File: src/hw/rtl/wcsc_pkg.sv
`default_nettype none
// ----------------------------------------------------------------------------
// wcsc_pkg: shared types and constants of the wall-centering step controller
// Widths, op codes, register indexes and the multiply-accumulate controls.
// ----------------------------------------------------------------------------
package wcsc_pkg;

  localparam int SENSOR_BITS     = 10;
  localparam int LOOKAHEAD_STEPS = 60;
  localparam int MASK_STEPS      = 180;

  localparam int OP_W       = 2;
  localparam int GAIN_W     = 9;
  localparam int LEVEL_W    = 10;
  localparam int UNIT_W     = 10;
  localparam int SPB_W      = 12;
  localparam int CFG_IDX_W  = 3;
  localparam int CFG_DATA_W = 12;

  localparam int ERR_W   = SENSOR_BITS + 1;   // left minus right
  localparam int DERIV_W = ERR_W + 1;
  localparam int SUM_W   = 32;                // integral term
  localparam int PROD_W  = GAIN_W + SUM_W;
  localparam int MAC_W   = PROD_W + 2;        // sum of three products
  localparam int PID_W   = 10;                // holds +-PID_LIMIT
  localparam int CORR_W  = 12;
  localparam int MASK_W  = 8;
  localparam int LOOK_W  = 6;
  localparam int CNT_W   = 6;

  localparam int PID_LIMIT   = 300;
  localparam int MAX_CORR    = 39;
  localparam int MAX_RESULTS = MAX_CORR + 1;
  localparam int UNIT_MIN    = 8;

  typedef enum logic [OP_W-1:0] {
    OP_SAMPLE = 2'd0,
    OP_START  = 2'd1,
    OP_TURN   = 2'd2
  } op_t;

  typedef enum logic [CFG_IDX_W-1:0] {
    REG_GAIN_PROP       = 3'd0,
    REG_GAIN_INTEG      = 3'd1,
    REG_GAIN_DERIV      = 3'd2,
    REG_FRONT_ON_LEVEL  = 3'd3,
    REG_FRONT_OFF_LEVEL = 3'd4,
    REG_EMERGENCY_LEVEL = 3'd5,
    REG_CORRECTION_UNIT = 3'd6,
    REG_STEPS_PER_BLOCK = 3'd7
  } cfg_reg_t;

  typedef struct packed {
    logic mul_en;   // load product register
    logic acc_clr;  // clear accumulator
    logic acc_en;   // add product register into accumulator
  } mac_ctl_t;

endpackage
`default_nettype wire

File: src/hw/rtl/wcsc_if.sv
`default_nettype none
// ----------------------------------------------------------------------------
// wcsc_if: command and result channels
// Valid/ready channels; a transfer happens when valid and ready are both high.
// ----------------------------------------------------------------------------
interface wcsc_cmd_if import wcsc_pkg::*; ();
  logic                   valid;
  logic                   ready;
  logic [OP_W-1:0]        op;
  logic [SENSOR_BITS-1:0] left_level;
  logic [SENSOR_BITS-1:0] right_level;
  logic [SENSOR_BITS-1:0] front_level;

  modport source (output valid, op, left_level, right_level, front_level, input ready);
  modport sink   (input valid, op, left_level, right_level, front_level, output ready);
endinterface

interface wcsc_res_if;
  logic valid;
  logic ready;
  logic left_step;
  logic right_step;
  logic slow_mode;
  logic block_done;
  logic emergency_stop;
  logic last;

  modport source (output valid, left_step, right_step, slow_mode, block_done,
                  emergency_stop, last, input ready);
  modport sink   (input valid, left_step, right_step, slow_mode, block_done,
                  emergency_stop, last, output ready);
endinterface
`default_nettype wire

File: src/hw/rtl/wcsc_mac.sv
`default_nettype none
// ----------------------------------------------------------------------------
// wcsc_mac: shared multiply-accumulate unit
// One registered gain-by-operand product, summed into a wide accumulator.
// ----------------------------------------------------------------------------
module wcsc_mac import wcsc_pkg::*; (
  input  wire logic                     clk,
  input  wire mac_ctl_t                 ctl,
  input  wire logic signed [GAIN_W-1:0] a,
  input  wire logic signed [SUM_W-1:0]  b,
  output logic signed [MAC_W-1:0]       acc
);

  logic signed [PROD_W-1:0] prod;

  always_ff @(posedge clk) begin
    if (ctl.mul_en) begin
      prod <= a * b;
    end
    if (ctl.acc_clr) begin
      acc <= '0;
    end else if (ctl.acc_en) begin
      acc <= acc + {{(MAC_W-PROD_W){prod[PROD_W-1]}}, prod};
    end
  end

endmodule
`default_nettype wire

File: src/hw/rtl/wall_centering_step_controller.sv
`default_nettype none
// ----------------------------------------------------------------------------
// wall_centering_step_controller: straight-travel step generator with PID
// wall centering, front wall hysteresis and emergency stop.
//
//   channel  dir  handshake      payload
//   cmd      in   valid/ready    op, left_level, right_level, front_level
//   res      out  valid/ready    left_step, right_step, slow_mode,
//                                block_done, emergency_stop, last
//   cfg      in   cfg_wen        cfg_index, cfg_wdata (write only)
//
// Sequence: status items (start, turn, unknown op, sample with no block) and
//   emergency stops go from decode straight to emit. A stepping sample passes
//   through the multiply states (P, I, D), accumulate, clamp and load before
//   emit (1 to 40 results); the shared multiplier runs the three PID products back to back.
// cmd.ready is high only in idle; one item is in flight at a time.
// Reset (rst, synchronous) clears the sequencer and all controller state and
//   loads the register defaults; no clearing pass.
// A stalled result holds; the sequencer waits in the emit state.
// ----------------------------------------------------------------------------
module wall_centering_step_controller import wcsc_pkg::*; (
  input  wire logic                  clk,
  input  wire logic                  rst,
  input  wire logic                  cfg_wen,
  input  wire logic [CFG_IDX_W-1:0]  cfg_index,
  input  wire logic [CFG_DATA_W-1:0] cfg_wdata,
  wcsc_cmd_if.sink                   cmd,
  wcsc_res_if.source                 res
);

  typedef enum logic [3:0] {
    S_IDLE,
    S_DECODE,
    S_MUL_P,
    S_MUL_I,
    S_MUL_D,
    S_ACC,
    S_CLAMP,
    S_LOAD,
    S_EMIT
  } state_t;

  localparam logic signed [MAC_W-1:0] PID_HI = MAC_W'(PID_LIMIT);
  localparam logic signed [MAC_W-1:0] PID_LO = -PID_HI;

  // Configuration registers
  logic signed [GAIN_W-1:0] gain_prop, gain_integ, gain_deriv;
  logic [LEVEL_W-1:0]       front_on_level, front_off_level, emergency_level;
  logic [UNIT_W-1:0]        correction_unit;
  logic [SPB_W-1:0]         steps_per_block;

  // Sequencer and latched command
  state_t                 state;
  op_t                    op_r;
  logic [SENSOR_BITS-1:0] left_r, right_r, front_r;

  // Controller state
  logic                      front_wall_flag;
  logic [MASK_W-1:0]         front_mask_count;
  logic [LOOK_W-1:0]         lookahead_count;
  logic signed [SUM_W-1:0]   error_sum;
  logic signed [ERR_W-1:0]   previous_error;
  logic signed [CORR_W-1:0]  correction_acc;
  logic [SPB_W-1:0]          step_index;
  logic                      block_active;

  // Per-item working registers
  logic signed [DERIV_W-1:0] deriv_r;
  logic                      done_flag;
  logic                      slow_r;
  logic [CNT_W-1:0]          res_cnt;

  // Result register
  logic out_left, out_right, out_slow, out_done, out_emer, out_last;

  // Shared multiplier
  mac_ctl_t                 mac_ctl;
  logic signed [GAIN_W-1:0] mac_a;
  logic signed [SUM_W-1:0]  mac_b;
  logic signed [MAC_W-1:0]  mac_acc;

  wcsc_mac u_mac (
    .clk (clk),
    .ctl (mac_ctl),
    .a   (mac_a),
    .b   (mac_b),
    .acc (mac_acc)
  );

  // Another correction step is due while the accumulator is beyond one unit
  // either way and the per-item cap is not reached.
  function automatic logic corr_more(input logic signed [CORR_W-1:0] acc_v,
                                     input logic [CNT_W-1:0] n,
                                     input logic signed [CORR_W:0] unit_v);
    logic signed [CORR_W:0] a13;
    a13 = {acc_v[CORR_W-1], acc_v};
    return (n <= CNT_W'(MAX_CORR)) && ((a13 > unit_v) || (a13 < -unit_v));
  endfunction

  // ---- front sensor, lookahead, error terms (used in decode) ----
  logic                      flag_next, fb, slow_c;
  logic [LOOK_W-1:0]         la_eff, la_next;
  logic signed [ERR_W-1:0]   err_c;
  logic signed [SUM_W:0]     sum_ext;
  logic signed [SUM_W-1:0]   es_next;
  logic signed [DERIV_W-1:0] deriv_c;
  logic [SPB_W-1:0]          step_next, spb_eff;
  logic                      end_c;

  always_comb begin
    if (front_r >= front_on_level) begin
      flag_next = 1'b1;
    end else if (front_r <= front_off_level) begin
      flag_next = 1'b0;
    end else begin
      flag_next = front_wall_flag;
    end
    // masked after a turn: wall taken as absent
    fb = (front_mask_count != '0) ? 1'b0 : flag_next;

    la_eff = (fb && lookahead_count == '0) ? LOOK_W'(LOOKAHEAD_STEPS) : lookahead_count;
    if (la_eff != '0) begin
      slow_c  = 1'b0;
      la_next = la_eff - 1'b1;
    end else begin
      slow_c  = fb;
      la_next = la_eff;
    end

    err_c   = ERR_W'({1'b0, left_r}) - ERR_W'({1'b0, right_r});
    sum_ext = {error_sum[SUM_W-1], error_sum}
            + {{(SUM_W+1-ERR_W){err_c[ERR_W-1]}}, err_c};
    if (sum_ext[SUM_W] != sum_ext[SUM_W-1]) begin
      es_next = {sum_ext[SUM_W], {(SUM_W-1){~sum_ext[SUM_W]}}};
    end else begin
      es_next = sum_ext[SUM_W-1:0];
    end
    deriv_c = {err_c[ERR_W-1], err_c} - {previous_error[ERR_W-1], previous_error};

    step_next = step_index + 1'b1;
    spb_eff   = (steps_per_block == '0) ? SPB_W'(1) : steps_per_block;
    end_c     = (step_next >= spb_eff) || (step_next == '0);
  end

  // ---- PID clamp and correction accumulate (used in clamp) ----
  logic signed [PID_W-1:0]  u_c;
  logic signed [CORR_W:0]   csum;
  logic signed [CORR_W-1:0] corr_sat;
  logic [UNIT_W-1:0]        unit_c;
  logic signed [CORR_W:0]   unit_s;

  always_comb begin
    if (mac_acc > PID_HI) begin
      u_c = PID_W'(PID_LIMIT);
    end else if (mac_acc < PID_LO) begin
      u_c = -PID_W'(PID_LIMIT);
    end else begin
      u_c = mac_acc[PID_W-1:0];
    end
    csum = {{(CORR_W+1-PID_W){u_c[PID_W-1]}}, u_c}
         + {correction_acc[CORR_W-1], correction_acc};
    if (csum[CORR_W] != csum[CORR_W-1]) begin
      corr_sat = {csum[CORR_W], {(CORR_W-1){~csum[CORR_W]}}};
    end else begin
      corr_sat = csum[CORR_W-1:0];
    end
    unit_c = (correction_unit < UNIT_W'(UNIT_MIN)) ? UNIT_W'(UNIT_MIN) : correction_unit;
    unit_s = {{(CORR_W+1-UNIT_W){1'b0}}, unit_c};
  end

  // ---- correction step during emit ----
  logic                     step_left;
  logic signed [CORR_W:0]   acc_ext, acc_stepped;
  logic signed [CORR_W-1:0] acc_new;
  logic [CNT_W-1:0]         cnt_new;
  logic                     more_new, more_first;

  always_comb begin
    acc_ext     = {correction_acc[CORR_W-1], correction_acc};
    step_left   = acc_ext > unit_s;
    acc_stepped = step_left ? (acc_ext - unit_s) : (acc_ext + unit_s);
    acc_new     = acc_stepped[CORR_W-1:0];   // moves toward zero, never overflows
    cnt_new     = res_cnt + 1'b1;
    more_new    = corr_more(acc_new, cnt_new, unit_s);
    more_first  = corr_more(correction_acc, CNT_W'(1), unit_s);
  end

  // ---- multiplier operand select and control ----
  always_comb begin
    mac_ctl = '0;
    mac_a   = gain_prop;
    mac_b   = error_sum;
    unique case (state)
      S_MUL_P: begin
        mac_ctl.mul_en  = 1'b1;
        mac_ctl.acc_clr = 1'b1;
        mac_a           = gain_prop;
        mac_b           = {{(SUM_W-ERR_W){previous_error[ERR_W-1]}}, previous_error};
      end
      S_MUL_I: begin
        mac_ctl.mul_en = 1'b1;
        mac_ctl.acc_en = 1'b1;
        mac_a          = gain_integ;
        mac_b          = error_sum;
      end
      S_MUL_D: begin
        mac_ctl.mul_en = 1'b1;
        mac_ctl.acc_en = 1'b1;
        mac_a          = gain_deriv;
        mac_b          = {{(SUM_W-DERIV_W){deriv_r[DERIV_W-1]}}, deriv_r};
      end
      S_ACC: begin
        mac_ctl.acc_en = 1'b1;
      end
      default: begin
      end
    endcase
  end

  // ---- configuration registers ----
  always_ff @(posedge clk) begin
    if (rst) begin
      gain_prop       <= GAIN_W'(1);
      gain_integ      <= '0;
      gain_deriv      <= '0;
      front_on_level  <= LEVEL_W'(220);
      front_off_level <= LEVEL_W'(190);
      emergency_level <= LEVEL_W'(450);
      correction_unit <= UNIT_W'(70);
      steps_per_block <= SPB_W'(300);
    end else if (cfg_wen) begin
      unique case (cfg_reg_t'(cfg_index))
        REG_GAIN_PROP:       gain_prop       <= cfg_wdata[GAIN_W-1:0];
        REG_GAIN_INTEG:      gain_integ      <= cfg_wdata[GAIN_W-1:0];
        REG_GAIN_DERIV:      gain_deriv      <= cfg_wdata[GAIN_W-1:0];
        REG_FRONT_ON_LEVEL:  front_on_level  <= cfg_wdata[LEVEL_W-1:0];
        REG_FRONT_OFF_LEVEL: front_off_level <= cfg_wdata[LEVEL_W-1:0];
        REG_EMERGENCY_LEVEL: emergency_level <= cfg_wdata[LEVEL_W-1:0];
        REG_CORRECTION_UNIT: correction_unit <= cfg_wdata[UNIT_W-1:0];
        REG_STEPS_PER_BLOCK: steps_per_block <= cfg_wdata[SPB_W-1:0];
      endcase
    end
  end

  // ---- sequencer ----
  always_ff @(posedge clk) begin
    if (rst) begin
      state            <= S_IDLE;
      front_wall_flag  <= 1'b0;
      front_mask_count <= '0;
      lookahead_count  <= '0;
      error_sum        <= '0;
      previous_error   <= '0;
      correction_acc   <= '0;
      step_index       <= '0;
      block_active     <= 1'b0;
      res_cnt          <= '0;
    end else begin
      unique case (state)
        S_IDLE: begin
          if (cmd.valid) begin
            op_r    <= op_t'(cmd.op);
            left_r  <= cmd.left_level;
            right_r <= cmd.right_level;
            front_r <= cmd.front_level;
            state   <= S_DECODE;
          end
        end

        S_DECODE: begin
          // status result unless a sample goes on to the PID
          out_left  <= 1'b0;
          out_right <= 1'b0;
          out_slow  <= 1'b0;
          out_last  <= 1'b1;
          res_cnt   <= CNT_W'(1);
          unique case (op_r)
            OP_START: begin
              block_active   <= 1'b1;
              step_index     <= '0;
              correction_acc <= '0;
              out_done       <= 1'b0;
              out_emer       <= 1'b0;
              state          <= S_EMIT;
            end
            OP_TURN: begin
              front_mask_count <= MASK_W'(MASK_STEPS);
              out_done         <= ~block_active;
              out_emer         <= 1'b0;
              state            <= S_EMIT;
            end
            OP_SAMPLE: begin
              if (block_active) begin
                if (front_mask_count != '0) begin
                  front_mask_count <= front_mask_count - 1'b1;
                end else begin
                  front_wall_flag <= flag_next;
                end
                if (front_r >= emergency_level) begin
                  block_active <= 1'b0;
                  out_done     <= 1'b1;
                  out_emer     <= 1'b1;
                  state        <= S_EMIT;
                end else begin
                  lookahead_count <= la_next;
                  slow_r          <= slow_c;
                  error_sum       <= es_next;
                  previous_error  <= err_c;
                  deriv_r         <= deriv_c;
                  step_index      <= step_next;
                  done_flag       <= end_c;
                  if (end_c) begin
                    block_active <= 1'b0;
                  end
                  state <= S_MUL_P;
                end
              end else begin
                // no block open: status only
                out_done <= 1'b1;
                out_emer <= 1'b0;
                state    <= S_EMIT;
              end
            end
            default: begin
              // unknown op: status only
              out_done <= ~block_active;
              out_emer <= 1'b0;
              state    <= S_EMIT;
            end
          endcase
        end

        S_MUL_P: state <= S_MUL_I;
        S_MUL_I: state <= S_MUL_D;
        S_MUL_D: state <= S_ACC;
        S_ACC:   state <= S_CLAMP;

        S_CLAMP: begin
          correction_acc <= corr_sat;
          state          <= S_LOAD;
        end

        S_LOAD: begin
          // both-wheel step first
          out_left  <= 1'b1;
          out_right <= 1'b1;
          out_slow  <= slow_r;
          out_emer  <= 1'b0;
          out_last  <= ~more_first;
          out_done  <= ~more_first & done_flag;
          res_cnt   <= CNT_W'(1);
          state     <= S_EMIT;
        end

        S_EMIT: begin
          if (res.ready) begin
            if (out_last) begin
              state <= S_IDLE;
            end else begin
              correction_acc <= acc_new;
              out_left       <= step_left;
              out_right      <= ~step_left;
              out_last       <= ~more_new;
              out_done       <= ~more_new & done_flag;
              res_cnt        <= cnt_new;
            end
          end
        end

        default: state <= S_IDLE;
      endcase
    end
  end

  assign cmd.ready          = (state == S_IDLE);
  assign res.valid          = (state == S_EMIT);
  assign res.left_step      = out_left;
  assign res.right_step     = out_right;
  assign res.slow_mode      = out_slow;
  assign res.block_done     = out_done;
  assign res.emergency_stop = out_emer;
  assign res.last           = out_last;

`ifndef SYNTHESIS
  a_no_overlap: assert property (@(posedge clk) disable iff (rst)
    !(cmd.ready && res.valid))
    else $error("command accepted while a result is pending");

  a_result_count: assert property (@(posedge clk) disable iff (rst)
    res.valid |-> (res_cnt != '0) && (res_cnt <= CNT_W'(MAX_RESULTS)))
    else $error("result count out of range");

  a_emergency_shape: assert property (@(posedge clk) disable iff (rst)
    res.valid && res.emergency_stop |->
      res.last && res.block_done && !res.left_step && !res.right_step)
    else $error("malformed emergency result");

  a_inner_result: assert property (@(posedge clk) disable iff (rst)
    res.valid && !res.last |-> !res.block_done && (res.left_step || res.right_step))
    else $error("non-final result without a step or with done");

  a_return_idle: assert property (@(posedge clk) disable iff (rst)
    res.valid && res.ready && res.last |=> cmd.ready)
    else $error("sequencer did not return to idle after final transfer");
`endif

endmodule
`default_nettype wire

File: src/flat_wrapper.sv
// flat-port wrapper written by rule: the top's interface ports become plain ports
module wall_centering_step_controller_flat import wcsc_pkg::*;
  (clk, rst, cfg_wen, cfg_index, cfg_wdata, cmd_valid, cmd_op, cmd_left_level, cmd_right_level, cmd_front_level, cmd_ready, res_valid, res_left_step, res_right_step, res_slow_mode, res_block_done, res_emergency_stop, res_last, res_ready);
  wcsc_cmd_if cmd_i ();
  wcsc_res_if res_i ();
  input  wire logic clk;
  input  wire logic rst;
  input  wire logic cfg_wen;
  input  wire logic [CFG_IDX_W-1:0] cfg_index;
  input  wire logic [CFG_DATA_W-1:0] cfg_wdata;
  input wire logic [$bits(cmd_i.valid)-1:0] cmd_valid;
  input wire logic [$bits(cmd_i.op)-1:0] cmd_op;
  input wire logic [$bits(cmd_i.left_level)-1:0] cmd_left_level;
  input wire logic [$bits(cmd_i.right_level)-1:0] cmd_right_level;
  input wire logic [$bits(cmd_i.front_level)-1:0] cmd_front_level;
  output wire logic [$bits(cmd_i.ready)-1:0] cmd_ready;
  output wire logic [$bits(res_i.valid)-1:0] res_valid;
  output wire logic [$bits(res_i.left_step)-1:0] res_left_step;
  output wire logic [$bits(res_i.right_step)-1:0] res_right_step;
  output wire logic [$bits(res_i.slow_mode)-1:0] res_slow_mode;
  output wire logic [$bits(res_i.block_done)-1:0] res_block_done;
  output wire logic [$bits(res_i.emergency_stop)-1:0] res_emergency_stop;
  output wire logic [$bits(res_i.last)-1:0] res_last;
  input wire logic [$bits(res_i.ready)-1:0] res_ready;
  assign cmd_i.valid = cmd_valid;
  assign cmd_i.op = cmd_op;
  assign cmd_i.left_level = cmd_left_level;
  assign cmd_i.right_level = cmd_right_level;
  assign cmd_i.front_level = cmd_front_level;
  assign cmd_ready = cmd_i.ready;
  assign res_valid = res_i.valid;
  assign res_left_step = res_i.left_step;
  assign res_right_step = res_i.right_step;
  assign res_slow_mode = res_i.slow_mode;
  assign res_block_done = res_i.block_done;
  assign res_emergency_stop = res_i.emergency_stop;
  assign res_last = res_i.last;
  assign res_i.ready = res_ready;
  wall_centering_step_controller u_core (.clk(clk), .rst(rst), .cfg_wen(cfg_wen), .cfg_index(cfg_index), .cfg_wdata(cfg_wdata), .cmd(cmd_i), .res(res_i));
endmodule
File: config.mk
export PLATFORM = sky130hd
export DESIGN_NAME = wall_centering_step_controller_flat
export DESIGN_NICKNAME = d
export VERILOG_FILES = /design/src/hw/rtl/wcsc_pkg.sv /design/src/hw/rtl/wcsc_if.sv /design/src/hw/rtl/wcsc_mac.sv /design/src/hw/rtl/wall_centering_step_controller.sv /design/src/flat_wrapper.sv
export SDC_FILE = /design/constraint.sdc
export NUM_CORES = 2
export LEC_CHECK = 0
export ABC_CLOCK_PERIOD_IN_PS = 8380
export BUFFER_PORTS_ARGS = -buffer_cell sky130_fd_sc_hd__buf_2
export CELL_PAD_IN_SITES_DETAIL_PLACEMENT = 1
export CELL_PAD_IN_SITES_GLOBAL_PLACEMENT = 1
export CORE_MARGIN = 1.5
export CORE_UTILIZATION = 40
export DETAILED_ROUTE_END_ITERATION = 12
export MAX_ROUTING_LAYER = met4
export PLACE_DENSITY = 0.68
export SYNTH_ARGS = -nofsm -noshare
export SYNTH_HDL_FRONTEND = slang
export SYNTH_SLANG_ARGS = --single-unit
File: constraint.sdc
create_clock -name clk -period 8.38 [get_ports clk]
set_input_delay 0.838 -clock clk [delete_from_list [all_inputs] [get_ports clk]]
set_output_delay 0.838 -clock clk [all_outputs]
set_load 0.005 [all_outputs]
==> impl_metrics.env <==
export IMPL_cts_root_buf="clkbuf_16"
export IMPL_postSynthAreaPerCell_um2=8.52
export IMPL_drt_pass1_iter_count=5
export IMPL_setup_violations=0
export IMPL_max_stage_delay_ns=0.55
export IMPL_finalWeightedCongestion=0.921
export IMPL_pin_count=60
export IMPL_p_comb_frac=0.272
export IMPL_min_delay_path_depth=1
export IMPL_worst_path_stages=26
export IMPL_cts_tree="done"
export IMPL_grt_pass1_vias=26400
export IMPL_crit_path_max_fanout=11
export IMPL_instances_no_fill=4458
export IMPL_drive_above_1_share=0.0737
export IMPL_io_buffers=59
export IMPL_grt_ovfl_total=0
export IMPL_p_seq_frac=0.364
export IMPL_mappedNetlistArea_um2=29400
export IMPL_final_hold_viol_count=0
export IMPL_ys_warn_count=0
export IMPL_worst_slew_pin_slew_ns=1.51
export IMPL_p_leak_nw=14.5
export IMPL_cpMaxStageDelayCell="and2_1"
export IMPL_syn_inst=3455
export IMPL_critical_path_startpoint_type="register"
export IMPL_wl_per_cell_um=19.3
export IMPL_final_min_period_over_clock_period=0.953
export IMPL_cp_endpoint="u_core.u_mac.prod[37]"
export IMPL_dr_total_vias=24400
export IMPL_clock_power_share=0.364
export IMPL_drv_slew=2
export IMPL_grt_antenna_before_repair=0
export IMPL_path_class="register to register"
export IMPL_synth_xor_xnor_area_share=0.0472
export IMPL_r2r_slack_ns=0.39
export IMPL_r2r_start="u_core.state[2]"
export IMPL_rr_endpoint="u_core.u_mac.prod[37]"
export IMPL_cp_startpoint="u_core.state[2]"
export IMPL_fin_setup_tns_ns=0
export IMPL_final_nets=4052
export IMPL_grt_max_degree=82
export IMPL_h_tree_depth=2
export IMPL_whs_ns=0.427
export IMPL_cp_end_kind="register"
export IMPL_rr_worst_depth=26
export IMPL_p_total_mw=4.73
export IMPL_hp_class="primary input to register"
export IMPL_postCtsHoldBufs=0
export IMPL_synthArstFlopShare=0
export IMPL_fin_ws_ns=0.392
export IMPL_rows=99
export IMPL_crit_arrival_ns=8.29
export IMPL_drtAntennaViolNets=0
export IMPL_vias_per_cell=5.48
export IMPL_violations="max-capacitance violations, max-slew violations"
export IMPL_dp_cells=4386
export IMPL_rsz0062_at_grt="no"
export IMPL_hpwl_um=68900
export IMPL_drc_errors=0
export IMPL_irDropWorstVdd_mv=0.155
export IMPL_required_ns=8.68
export IMPL_slew_headroom=-0.0337
export IMPL_yosysSeqAreaShare=0.241
export IMPL_worst_clock_skew_ns=0.0289
export IMPL_synth_edf_count=93
export IMPL_fmax_mhz=125
export IMPL_synth_compound_area_frac=0.178
export IMPL_dieHeight_um=274
export IMPL_status="finished with violations"
export IMPL_postCtsSetupRepairBufs=0
export IMPL_cp_common_cell="fa_1"
export IMPL_start_util=0.404
export IMPL_ys_flop_type="dfxtp_1"
export IMPL_swShare=0.333
export IMPL_synth_top_family_by_area="adder cells"
export IMPL_drt_iter0_drc=1205
export IMPL_p_int_mw=3.15
export IMPL_grt_pass1_wl_um=141000
export IMPL_cts_sinks=308
export IMPL_routed_wl_um=86100
export IMPL_cts_buffer_depth=3
export IMPL_n_antenna_cell=0
export IMPL_synth_simple_area_share=0.167
export IMPL_path_clk_slew_ns=0.06
export IMPL_switchingPower_mw=1.57
export IMPL_die_w_um=274
export IMPL_synth_area_mux_share=0.00353
export IMPL_synthAdderAreaFrac=0.299
export IMPL_placeableCoreArea_um2=73000
export IMPL_track_usage=0.239
export IMPL_die_area_um2=75300
export IMPL_ys_ff_latch=308
export IMPL_fin_crit_ns=7.99
export IMPL_path_buf_inv=5
export IMPL_post_place_ws_ns=0.452
export IMPL_clkLatencyLatePin_ns=0.58
export IMPL_synth_cell_type_count=83
export IMPL_drv_cap=1
export IMPL_cts_resized=0
export IMPL_numCtsBuffers=39
export IMPL_critPathTopFamily="adder cells"
export IMPL_power_density_nw_per_um2=147
export IMPL_area_growth_pct=9.12
[through the flow]
stage,utilization,cell area [um^2]
floorplan,-,29500
global route,0.440,32100
global placement,0.422,30800
finish,0.440,32100
detailed placement,0.422,30800
CTS,0.440,32100
[worst register-to-register path: cells and delay by family (launching register included)]
family                     cells  cell delay [ns]
muxes                          1             0.34
buffers and inverters          5             0.42
adders and majority gates      6             2.86
DFF                            1             0.45
AOI/OAI and AO/OA              8             2.05
and+or+nand+nor                6             1.60
[final cells by class]
cell class	count	area (um^2)
clock buffers	56	1120
clock inverters	16	204
fillers	8578	40800
inverters	352	1320
multi-input cells	2659	20500
flip-flops and latches	308	7100
well taps	959	1200
repair buffers	108	669
[power groups by stage]
stage / combinational [mW] / sequential, mW / clock [mW]
finish: 1.28 / 1.72 / 1.72
detailed placement: 1.27 / 1.75 / 0
global route: 1.45 / 1.74 / 1.82
floorplan: 0.976 / 1.71 / 0
global placement: 1.22 / 1.75 / 0
CTS: 1.29 / 1.72 / 1.77
[cell usage after synthesis (8+ instances only)]
master | number | area (um^2)
inv_1 | 351 | 1320
or3_1 | 11 | 68.8
nand3_1 | 56 | 280
nand4_1 | 28 | 175
edfxtp_1 | 93 | 2790
a21o_1 | 98 | 736
a22oi_1 | 23 | 173
fa_1 | 238 | 4760
o31ai_1 | 14 | 105
xor2_1 | 49 | 429
nand2b_1 | 37 | 231
clkbuf_2 | 9 | 45.0
nor2_1 | 336 | 1260
dfxtp_1 | 215 | 4300
o21ai_0 | 82 | 410
clkbuf_1 | 121 | 454
o211ai_1 | 13 | 97.6
o21bai_1 | 24 | 180
nor3_1 | 53 | 265
a31oi_1 | 25 | 156
xnor2_1 | 108 | 946
nor4_1 | 15 | 93.8
maj3_2 | 30 | 338
a211o_1 | 16 | 140
and2_1 | 26 | 163
a211oi_1 | 26 | 195
nand2_1 | 461 | 1730
and3_1 | 19 | 119
a21oi_1 | 294 | 1470
o21ai_1 | 47 | 235
nand3b_1 | 16 | 120
buf_1 | 8 | 30.0
o21a_1 | 46 | 345
ha_1 | 294 | 3680
a211oi_2 | 30 | 375
nor2b_1 | 25 | 156
[worst min path at each step]
stage / startpoint / endpoint / slack (ns)
5_1_grt: cmd_front_level[2] / u_core.front_r[2] / 0.40
6_report: cmd_front_level[3] / u_core.front_r[3] / 0.43
3_3_place_gp: u_core.emergency_level[3] / u_core.emergency_level[3] / 0.44
2_1_floorplan: u_core.steps_per_block[0] / u_core.steps_per_block[0] / 0.44
3_5_place_dp: u_core.gain_deriv[4] / u_core.gain_deriv[4] / 0.45
4_1_cts: cmd_front_level[3] / u_core.front_r[3] / 0.39
[cells in the final DEF (no fill, tap or decap), types with 13 or more instances in the layout]
cell type and count:
nand3b_1 16, nor2b_1 25, o31ai_1 14, xor2_1 49, a211oi_1 26, ha_1 294
clkbuf_16 39, a211oi_2 30, nand2_1 461, buf_2 58, o21bai_1 24, o21ai_1 46
dfxtp_1 215, nand2b_1 37, xnor2_1 108, buf_4 49, nand3_1 56, nand4_1 28
a22oi_1 23, and3_1 19, o21ai_0 82, a211o_1 16, and2_1 25, a21oi_1 291
o21a_1 46, nor4_1 15, a21o_1 98, a31oi_1 25, edfxtp_1 93, fa_1 238
nor2_1 335, o211ai_1 13, nor3_1 53, inv_1 351, maj3_2 30
[logic make-up (layout without fill, tap and decap cells)]
group           after synthesis  after routing
buf+inv                     493            532
other cells                   1              6
xor+xnor                    158            158
compound gates              807            807
mux                          10             10
simple gates               1114           1114
flops                       308            308
fa+ha+maj                   564            564
[routing by layer]
| metal | track usage | up-vias | share of wire |
|---|---|---|---|
| met2 | 0.403 | 294 | 0.48 |
| met3 | 0.0228 | 105 | 0.025 |
| met1 | 0.311 | 12200 | 0.48 |
| met4 | 0.0535 | 0 | 0.020 |
| li1 | - | 11800 | - |
| met5 | - | - | 0 |
[flip-flops by register name (all words and copies together), names as in the netlist, 10 cells and up]
| name | cells |
|---|---|
| u_core.previous_error | 11 |
| u_core.steps_per_block | 12 |
| u_core.step_index | 12 |
| u_core.u_mac.prod | 41 |
| u_core.front_off_level | 10 |
| u_core.left_r | 10 |
| u_core.correction_unit | 10 |
| u_core.u_mac.acc | 43 |
| u_core.correction_acc | 12 |
| u_core.error_sum | 32 |
| u_core.front_r | 10 |
| u_core.emergency_level | 10 |
| u_core.right_r | 10 |
| u_core.deriv_r | 12 |
| u_core.front_on_level | 10 |
Note: power is estimated with default switching activity, not from simulation.
